<file path="src/gbt_pkg.sv">
// Shared types and constants for the gap buffer text store.
package gbt_pkg;

  localparam int CAPACITY = 64;
  localparam int ADDR_W   = $clog2(CAPACITY);
  localparam int CNT_W    = $clog2(CAPACITY + 1);

  typedef enum logic [1:0] {
    ACT_INSERT = 2'd0,
    ACT_DELETE = 2'd1,
    ACT_MOVE   = 2'd2,
    ACT_DUMP   = 2'd3
  } action_t;

  typedef enum logic [1:0] {
    ST_IDLE,
    ST_MOVE,
    ST_DUMP
  } state_t;

  typedef struct packed {
    action_t          action;
    logic [7:0]       char_in;
    logic [CNT_W-1:0] position;
  } req_t;

  typedef struct packed {
    logic [7:0]       char_out;
    logic             char_valid;
    logic             last;
    logic [CNT_W-1:0] cursor;
    logic [CNT_W-1:0] text_length;
    logic             status;
  } rsp_t;

endpackage

</file>
<file path="src/gbt_ram.sv">
// Generic single-write, single-read RAM with registered read data.
module gbt_ram #(
  parameter int WIDTH = 8,
  parameter int DEPTH = 64
) (
  input  logic                     clk,
  input  logic                     we,
  input  logic [$clog2(DEPTH)-1:0] waddr,
  input  logic [WIDTH-1:0]         wdata,
  input  logic                     re,
  input  logic [$clog2(DEPTH)-1:0] raddr,
  output logic [WIDTH-1:0]         rdata
);

  logic [WIDTH-1:0] mem [DEPTH];

  // Write port and registered read port
  always_ff @(posedge clk) begin
    if (we) begin
      mem[waddr] <= wdata;
    end
    if (re) begin
      rdata <= mem[raddr];
    end
  end

endmodule

</file>
<file path="src/gap_buffer_text_store.sv">
// Gap buffer text store: top level with action sequencer and result register.
//
// Usage:
//   Requests enter on req (req_valid/req_ready), one action each: insert,
//   delete before cursor, move cursor, or dump text. Results leave on rsp
//   (rsp_valid/rsp_ready) from a single output register.
//   Insert and delete results show in the cycle after the request is
//   accepted; a new request can follow every cycle while rsp is taken.
//   Move walks one byte per cycle across the gap through the single RAM
//   read/write port pair, then completes the last write and reports.
//   Dump reads one text entry per cycle while rsp is not stalled
//   (CAPACITY - gap size entries) and holds one found byte back so that the
//   final byte can carry last. req_ready is low for the whole of a move or
//   dump. A stall on rsp freezes a dump and holds back a move's report;
//   nothing is dropped.
//   Reset empties the text (cursor 0, length 0); RAM contents are left as
//   they are and are never read before being written.
module gap_buffer_text_store (
  input  logic          clk,
  input  logic          rst,
  input  logic          req_valid,
  output logic          req_ready,
  input  gbt_pkg::req_t req,
  output logic          rsp_valid,
  input  logic          rsp_ready,
  output gbt_pkg::rsp_t rsp
);

  localparam logic [gbt_pkg::CNT_W-1:0] CAP_CNT = gbt_pkg::CNT_W'(gbt_pkg::CAPACITY);

  gbt_pkg::state_t state, state_next;
  logic [gbt_pkg::CNT_W-1:0]  gap_begin, gap_begin_next;
  logic [gbt_pkg::CNT_W-1:0]  gap_finish, gap_finish_next;
  logic [gbt_pkg::CNT_W-1:0]  tgt, tgt_next;
  logic [gbt_pkg::CNT_W-1:0]  idx, idx_next;
  logic                       pend_v, pend_v_next;
  logic [gbt_pkg::ADDR_W-1:0] pend_addr, pend_addr_next;
  logic                       rd_valid, rd_valid_next;
  logic [7:0]                 held, held_next;
  logic                       held_v, held_v_next;
  logic                       rsp_valid_next;
  gbt_pkg::rsp_t              rsp_next;

  logic                       ram_we, ram_re;
  logic [gbt_pkg::ADDR_W-1:0] ram_waddr, ram_raddr;
  logic [7:0]                 ram_wdata, ram_rdata;

  logic                       out_free, accept;
  logic [gbt_pkg::CNT_W-1:0]  text_len, idx_inc;
  logic                       emit, emit_valid, emit_last, emit_status;
  logic [7:0]                 emit_char;

  gbt_ram #(
    .WIDTH (8),
    .DEPTH (gbt_pkg::CAPACITY)
  ) u_ram (
    .clk   (clk),
    .we    (ram_we),
    .waddr (ram_waddr),
    .wdata (ram_wdata),
    .re    (ram_re),
    .raddr (ram_raddr),
    .rdata (ram_rdata)
  );

  assign out_free  = !rsp_valid || rsp_ready;
  assign req_ready = (state == gbt_pkg::ST_IDLE) && out_free;
  assign accept    = req_valid && req_ready;
  assign text_len  = gbt_pkg::CNT_W'(gap_begin + CAP_CNT - gap_finish);
  assign idx_inc   = idx + 1'b1;

  // Hold state registers
  always_ff @(posedge clk) begin
    if (rst) begin
      state      <= gbt_pkg::ST_IDLE;
      gap_begin  <= '0;
      gap_finish <= CAP_CNT;
      pend_v     <= 1'b0;
      rd_valid   <= 1'b0;
      held_v     <= 1'b0;
      rsp_valid  <= 1'b0;
    end else begin
      state      <= state_next;
      gap_begin  <= gap_begin_next;
      gap_finish <= gap_finish_next;
      pend_v     <= pend_v_next;
      rd_valid   <= rd_valid_next;
      held_v     <= held_v_next;
      rsp_valid  <= rsp_valid_next;
    end
  end

  // Payload registers
  always_ff @(posedge clk) begin
    tgt       <= tgt_next;
    idx       <= idx_next;
    pend_addr <= pend_addr_next;
    held      <= held_next;
    rsp       <= rsp_next;
  end

  // Sequence actions and drive the RAM
  always_comb begin
    state_next      = state;
    gap_begin_next  = gap_begin;
    gap_finish_next = gap_finish;
    tgt_next        = tgt;
    idx_next        = idx;
    pend_v_next     = pend_v;
    pend_addr_next  = pend_addr;
    rd_valid_next   = rd_valid;
    held_next       = held;
    held_v_next     = held_v;
    ram_we          = 1'b0;
    ram_waddr       = pend_addr;
    ram_wdata       = ram_rdata;
    ram_re          = 1'b0;
    ram_raddr       = idx[gbt_pkg::ADDR_W-1:0];
    emit            = 1'b0;
    emit_char       = '0;
    emit_valid      = 1'b0;
    emit_last       = 1'b1;
    emit_status     = 1'b0;

    unique case (state)
      gbt_pkg::ST_IDLE: begin
        if (accept) begin
          unique case (req.action)
            gbt_pkg::ACT_INSERT: begin
              emit = 1'b1;
              if (gap_begin != gap_finish) begin
                ram_we         = 1'b1;
                ram_waddr      = gap_begin[gbt_pkg::ADDR_W-1:0];
                ram_wdata      = req.char_in;
                gap_begin_next = gap_begin + 1'b1;
              end else begin
                emit_status = 1'b1;
              end
            end
            gbt_pkg::ACT_DELETE: begin
              emit = 1'b1;
              if (gap_begin != '0) begin
                gap_begin_next = gap_begin - 1'b1;
              end
            end
            gbt_pkg::ACT_MOVE: begin
              tgt_next    = (req.position > text_len) ? text_len : req.position;
              pend_v_next = 1'b0;
              state_next  = gbt_pkg::ST_MOVE;
            end
            default: begin
              idx_next      = (gap_begin == '0) ? gap_finish : '0;
              held_v_next   = 1'b0;
              rd_valid_next = 1'b0;
              state_next    = gbt_pkg::ST_DUMP;
            end
          endcase
        end
      end

      gbt_pkg::ST_MOVE: begin
        // Complete the write of the byte read last cycle
        if (pend_v) begin
          ram_we = 1'b1;
        end
        pend_v_next = 1'b0;
        if (gap_begin > tgt) begin
          ram_re          = 1'b1;
          ram_raddr       = gbt_pkg::ADDR_W'(gap_begin - 1'b1);
          pend_addr_next  = gbt_pkg::ADDR_W'(gap_finish - 1'b1);
          pend_v_next     = 1'b1;
          gap_begin_next  = gap_begin - 1'b1;
          gap_finish_next = gap_finish - 1'b1;
        end else if (gap_begin < tgt) begin
          ram_re          = 1'b1;
          ram_raddr       = gap_finish[gbt_pkg::ADDR_W-1:0];
          pend_addr_next  = gap_begin[gbt_pkg::ADDR_W-1:0];
          pend_v_next     = 1'b1;
          gap_begin_next  = gap_begin + 1'b1;
          gap_finish_next = gap_finish + 1'b1;
        end else if (!pend_v && out_free) begin
          emit       = 1'b1;
          state_next = gbt_pkg::ST_IDLE;
        end
      end

      default: begin
        // Advance the dump only when the result register can take a byte
        if (out_free) begin
          if (rd_valid && ram_rdata != '0) begin
            if (held_v) begin
              emit       = 1'b1;
              emit_char  = held;
              emit_valid = 1'b1;
              emit_last  = 1'b0;
            end
            held_next   = ram_rdata;
            held_v_next = 1'b1;
          end
          if (idx != CAP_CNT) begin
            ram_re        = 1'b1;
            rd_valid_next = 1'b1;
            idx_next      = (idx_inc == gap_begin) ? gap_finish : idx_inc;
          end else begin
            rd_valid_next = 1'b0;
            if (!rd_valid) begin
              emit       = 1'b1;
              emit_char  = held_v ? held : 8'd0;
              emit_valid = held_v;
              state_next = gbt_pkg::ST_IDLE;
            end
          end
        end
      end
    endcase

    // Load the result register
    rsp_valid_next = rsp_valid && !rsp_ready;
    rsp_next       = rsp;
    if (emit) begin
      rsp_valid_next       = 1'b1;
      rsp_next.char_out    = emit_char;
      rsp_next.char_valid  = emit_valid;
      rsp_next.last        = emit_last;
      rsp_next.cursor      = gap_begin_next;
      rsp_next.text_length = gbt_pkg::CNT_W'(gap_begin_next + CAP_CNT - gap_finish_next);
      rsp_next.status      = emit_status;
    end
  end

  // The gap never has negative size
  a_gap_order: assert property (@(posedge clk) disable iff (rst)
    gap_begin <= gap_finish)
    else $error("gap_begin passed gap_finish");

  // No move write is left pending once back in idle
  a_no_pending: assert property (@(posedge clk) disable iff (rst)
    state == gbt_pkg::ST_IDLE |-> !pend_v)
    else $error("pending move write in idle");

  // Emitted text bytes are never zero
  a_nonzero: assert property (@(posedge clk) disable iff (rst)
    rsp_valid && rsp.char_valid |-> rsp.char_out != 8'd0)
    else $error("zero byte emitted as text");

  // Insert into a full buffer reports full next cycle
  a_full: assert property (@(posedge clk) disable iff (rst)
    accept && req.action == gbt_pkg::ACT_INSERT && gap_begin == gap_finish
    |=> rsp_valid && rsp.status)
    else $error("full insert not reported");

  // The clamped move target never exceeds the text length
  a_move_tgt: assert property (@(posedge clk) disable iff (rst)
    state == gbt_pkg::ST_MOVE |-> tgt <= text_len)
    else $error("move target beyond text length");

endmodule

</file>
<file path="config.mk">
export PLATFORM = sky130hd
export DESIGN_NAME = gap_buffer_text_store
export DESIGN_NICKNAME = d
export VERILOG_FILES = /design/src/gbt_pkg.sv /design/src/gbt_ram.sv /design/src/gap_buffer_text_store.sv
export SDC_FILE = /design/constraint.sdc
export NUM_CORES = 1
export LEC_CHECK = 0
export BUFFER_PORTS_ARGS = -buffer_cell sky130_fd_sc_hd__buf_4
export CAP_MARGIN = 20
export CORE_MARGIN = 5
export CORE_UTILIZATION = 57
export CTS_BUF_LIST = sky130_fd_sc_hd__clkbuf_16
export CTS_CLUSTER_DIAMETER = 150
export CTS_CLUSTER_SIZE = 16
export DETAILED_ROUTE_END_ITERATION = 12
export PLACE_DENSITY = 0.8
export RECOVER_POWER = 50
export SLEW_MARGIN = 20
export SYNTH_ARGS = -nofsm -noshare
export SYNTH_HDL_FRONTEND = slang
export SYNTH_SLANG_ARGS = --single-unit
export TNS_END_PERCENT = 20
</file>
<file path="constraint.sdc">
create_clock -name clk -period 4.5 [get_ports clk]
set_input_delay 0.675 -clock clk [delete_from_list [all_inputs] [get_ports clk]]
set_output_delay 0.675 -clock clk [all_outputs]
set_load 0.02 [all_outputs]
</file>
==> results.cfg <==
[logic_synthesis]
yosysWarnings = 0
synth.avg_cell_area_um2 = 13.3
synth_edf_count = 573
synthFlopType = edfxtp_1
ys_seq_area_share_pct = 67.5
synth-async-reset-ratio_pct = 0
syn_area_um2 = 26100
ys_ff_latch = 593
yosysUniqueCellTypes = 64
syn-num-nets = 2033
postSynthCellCount = 1968

[clock_network]
clockBufferDepth = 3
hold_buffers = 0
cts-root-buf = clkbuf_16
clkLatencyLatePin_ns = 0.61
cts_buffers = 43
cts_num_sinks = 593
cts_max_level = 2
clk_pin_slew_ns = 0.08
cts_setup_buffers = 0
cts_tree = yes
ctsResizeCount = 0

[placement]
io_buffers = 47
place.gp.congestion = 0.934
hpwl_um = 43600

[route]
drc = 0
wl_per_cell_um = 26.0
vias = 18026
vias_per_cell = 6.76
drt_first_pass_iters = 6
final_antenna_net_count = 0
drtIter0Drc = 2433
totalWireLength_um = 69200

[sta]
worst_pin_slew_ns = 2.01
period_minus_slack_ns = 4.37
rsz0062_at_grt = no
slew_violations = 311
slew_headroom_pct = -34.3
finalHoldViolCount = 0
timing.final.crit_share_pct = 97.2
fin_tns_setup_ns = 0
max_freq_ghz = 0.229
finClkSkew_ns = 0.0352
setup_violations = 0

[final_layout]
area_growth_pct = 10.7
final_common_cell = edfxtp_1
multi_input_area_um2 = 7770
mostFrequentLayoutCells = 573 x edfxtp_1, 187 x nand2_1, 162 x a211oi_1
drive_gt1_share_pct = 10.9
num_antenna_cells = 0
nets = 2121
fillerInstances = 3333
regArea_um2 = 17600

[floorplan]
die_height_um = 224
fp-row-count = 78
fp.dieW_um = 224
coreArea_um2 = 45300
io_pins = 48
dieArea_um2 = 50100
start_util_pct = 57.6

[power_and_ir_drop]
ir_drop_mv = 0.327
power.density_nw_per_um2 = 427
power_mw = 12.3
p_leak_nw = 9.40

[run_status]
violations = capacitance limit, slew limit
status = finished with violations

[worst_setup_path]
arrival_ns = 4.66
path_class = flop to flop
required_ns = 4.79
start_kind = flop
cp-end-kind = flop
cp_max_fo = 32

[global_routing]
grt_max_degree = 99
antenna_found_initial = 0
track_usage_pct = 27.0
grt_pass1_vias = 17305
overflow = 0
grt_pass1_wl_um = 105000

[hold_path]
holdCritPathClass = input port to flop

[job]
drv_cap = 5
[synthesized netlist by cell type, types with 8 or more instances]
cell type | count | area [µm²]
nor2b_1 | 68 | 425
xnor2_1 | 27 | 236
edfxtp_1 | 573 | 17200
a211oi_1 | 162 | 1220
xor2_1 | 15 | 131
dfxtp_1 | 20 | 400
buf_1 | 8 | 30.0
a221oi_1 | 96 | 841
nor4b_1 | 32 | 280
buf_2 | 14 | 70.1
nand2b_1 | 8 | 50.1
and3_1 | 38 | 238
mux2_2 | 9 | 101
o211ai_1 | 9 | 67.6
nand2_1 | 187 | 702
a21oi_1 | 156 | 781
inv_1 | 44 | 165
nor3_1 | 12 | 60.1
nand3_1 | 30 | 150
nand4_1 | 17 | 106
nor2_1 | 97 | 364
ha_1 | 42 | 526
mux2i_1 | 22 | 220
and2_1 | 14 | 87.6
o21ai_0 | 23 | 115
clkbuf_1 | 115 | 432
o41ai_1 | 32 | 280
[per-layer routing]
| layer | track usage [%] | up-vias | wire (µm) |
|---|---|---|---|
| met5 | 0 | - | 0 |
| met4 | 9.23 | 0 | 2350 |
| met3 | 4.52 | 153 | 7120 |
| met2 | 43.2 | 1211 | 32800 |
| met1 | 38.2 | 8848 | 27000 |
| li1 | - | 7814 | - |
[area by class of cell]
type / count / share of cell area [%]
Clock buffer: 43 / 3.73
Multi-Input combinational cell: 1186 / 26.9
Clock inverter: 11 / 0.338
Tap cell: 600 / 2.60
Timing Repair Buffer: 185 / 4.77
Inverter: 47 / 0.611
Sequential cell: 593 / 61.0
[logic make-up (layout without fill, tap and decap cells)]
kind of cell               Yosys count  in the layout  share of synthesized area, %
DFF                                593            593                          67.5
muxes                               31             31                          1.23
xor gates and xnor gates            42             42                          1.41
AOI/OAI and AO/OA                  539            539                          14.5
adders and majority gates           44             44                          2.17
buffers and inverters              189            286                          2.93
and+or+nand+nor                    530            530                          10.2
[power breakdown]
part	internal (mW)	switching, mW
logic	0.787	1.62
clock network	1.73	1.83
registers	6.30	0.0388
[critical path, stage by stage (launching register included)]
cell and delay (ns):
dfxtp_1 0.44, ha_1 0.29, a21oi_1 0.19, o21ai_1 0.17, o31ai_4 0.42, nand2_1 0.25
inv_1 0.16, buf_4 0.23, o221ai_1 0.18, nand2_1 0.10, buf_4 0.41, a211oi_1 0.15
o41ai_1 0.71, nand4_1 0.32
[registers in the layout, indices dropped and copies added, names as in the netlist, 2 cells and up]
register	count
tgt	7
gap_finish	7
u_ram.mem	512
rsp	25
gap_begin	7
held	8
pend_addr	6
state	2
idx	7
u_ram.rdata	8
[final timing paths]
check                               start  cells past startpoint                  endpoint  slack [ns]
hold reg to reg     rd_valid$_SDFFE_PP0P_                      2     rd_valid$_SDFFE_PP0P_        0.47
setup / recovery  gap_begin[4]$_SDFF_PP0_                     13  u_ram.rdata[5]$_DFFE_PP_        0.13
setup reg to reg  gap_begin[4]$_SDFF_PP0_                     13  u_ram.rdata[5]$_DFFE_PP_        0.13
hold / removal                     req[1]                      2          tgt[1]$_DFFE_PP_        0.40
[metrics by stage]
stage / worst slack [ns] / instance area [µm²] / utilization [%] / hold WS, ns / std cells
2_1_floorplan: 0.249 / 26100 / - / 0.435 / 1968
3_3_place_gp: 0.231 / 27800 / 61.4 / 0.458 / 2611
3_5_place_dp: 0.244 / 27800 / 61.4 / 0.459 / 2611
4_1_cts: 0.212 / 29000 / 64.0 / 0.372 / 2665
5_1_grt: 0.0355 / 28900 / 63.7 / 0.397 / 2665
6_report: 0.127 / 28900 / 63.7 / 0.403 / 2665
No activity file was read; power rests on OpenSTA's default activity.
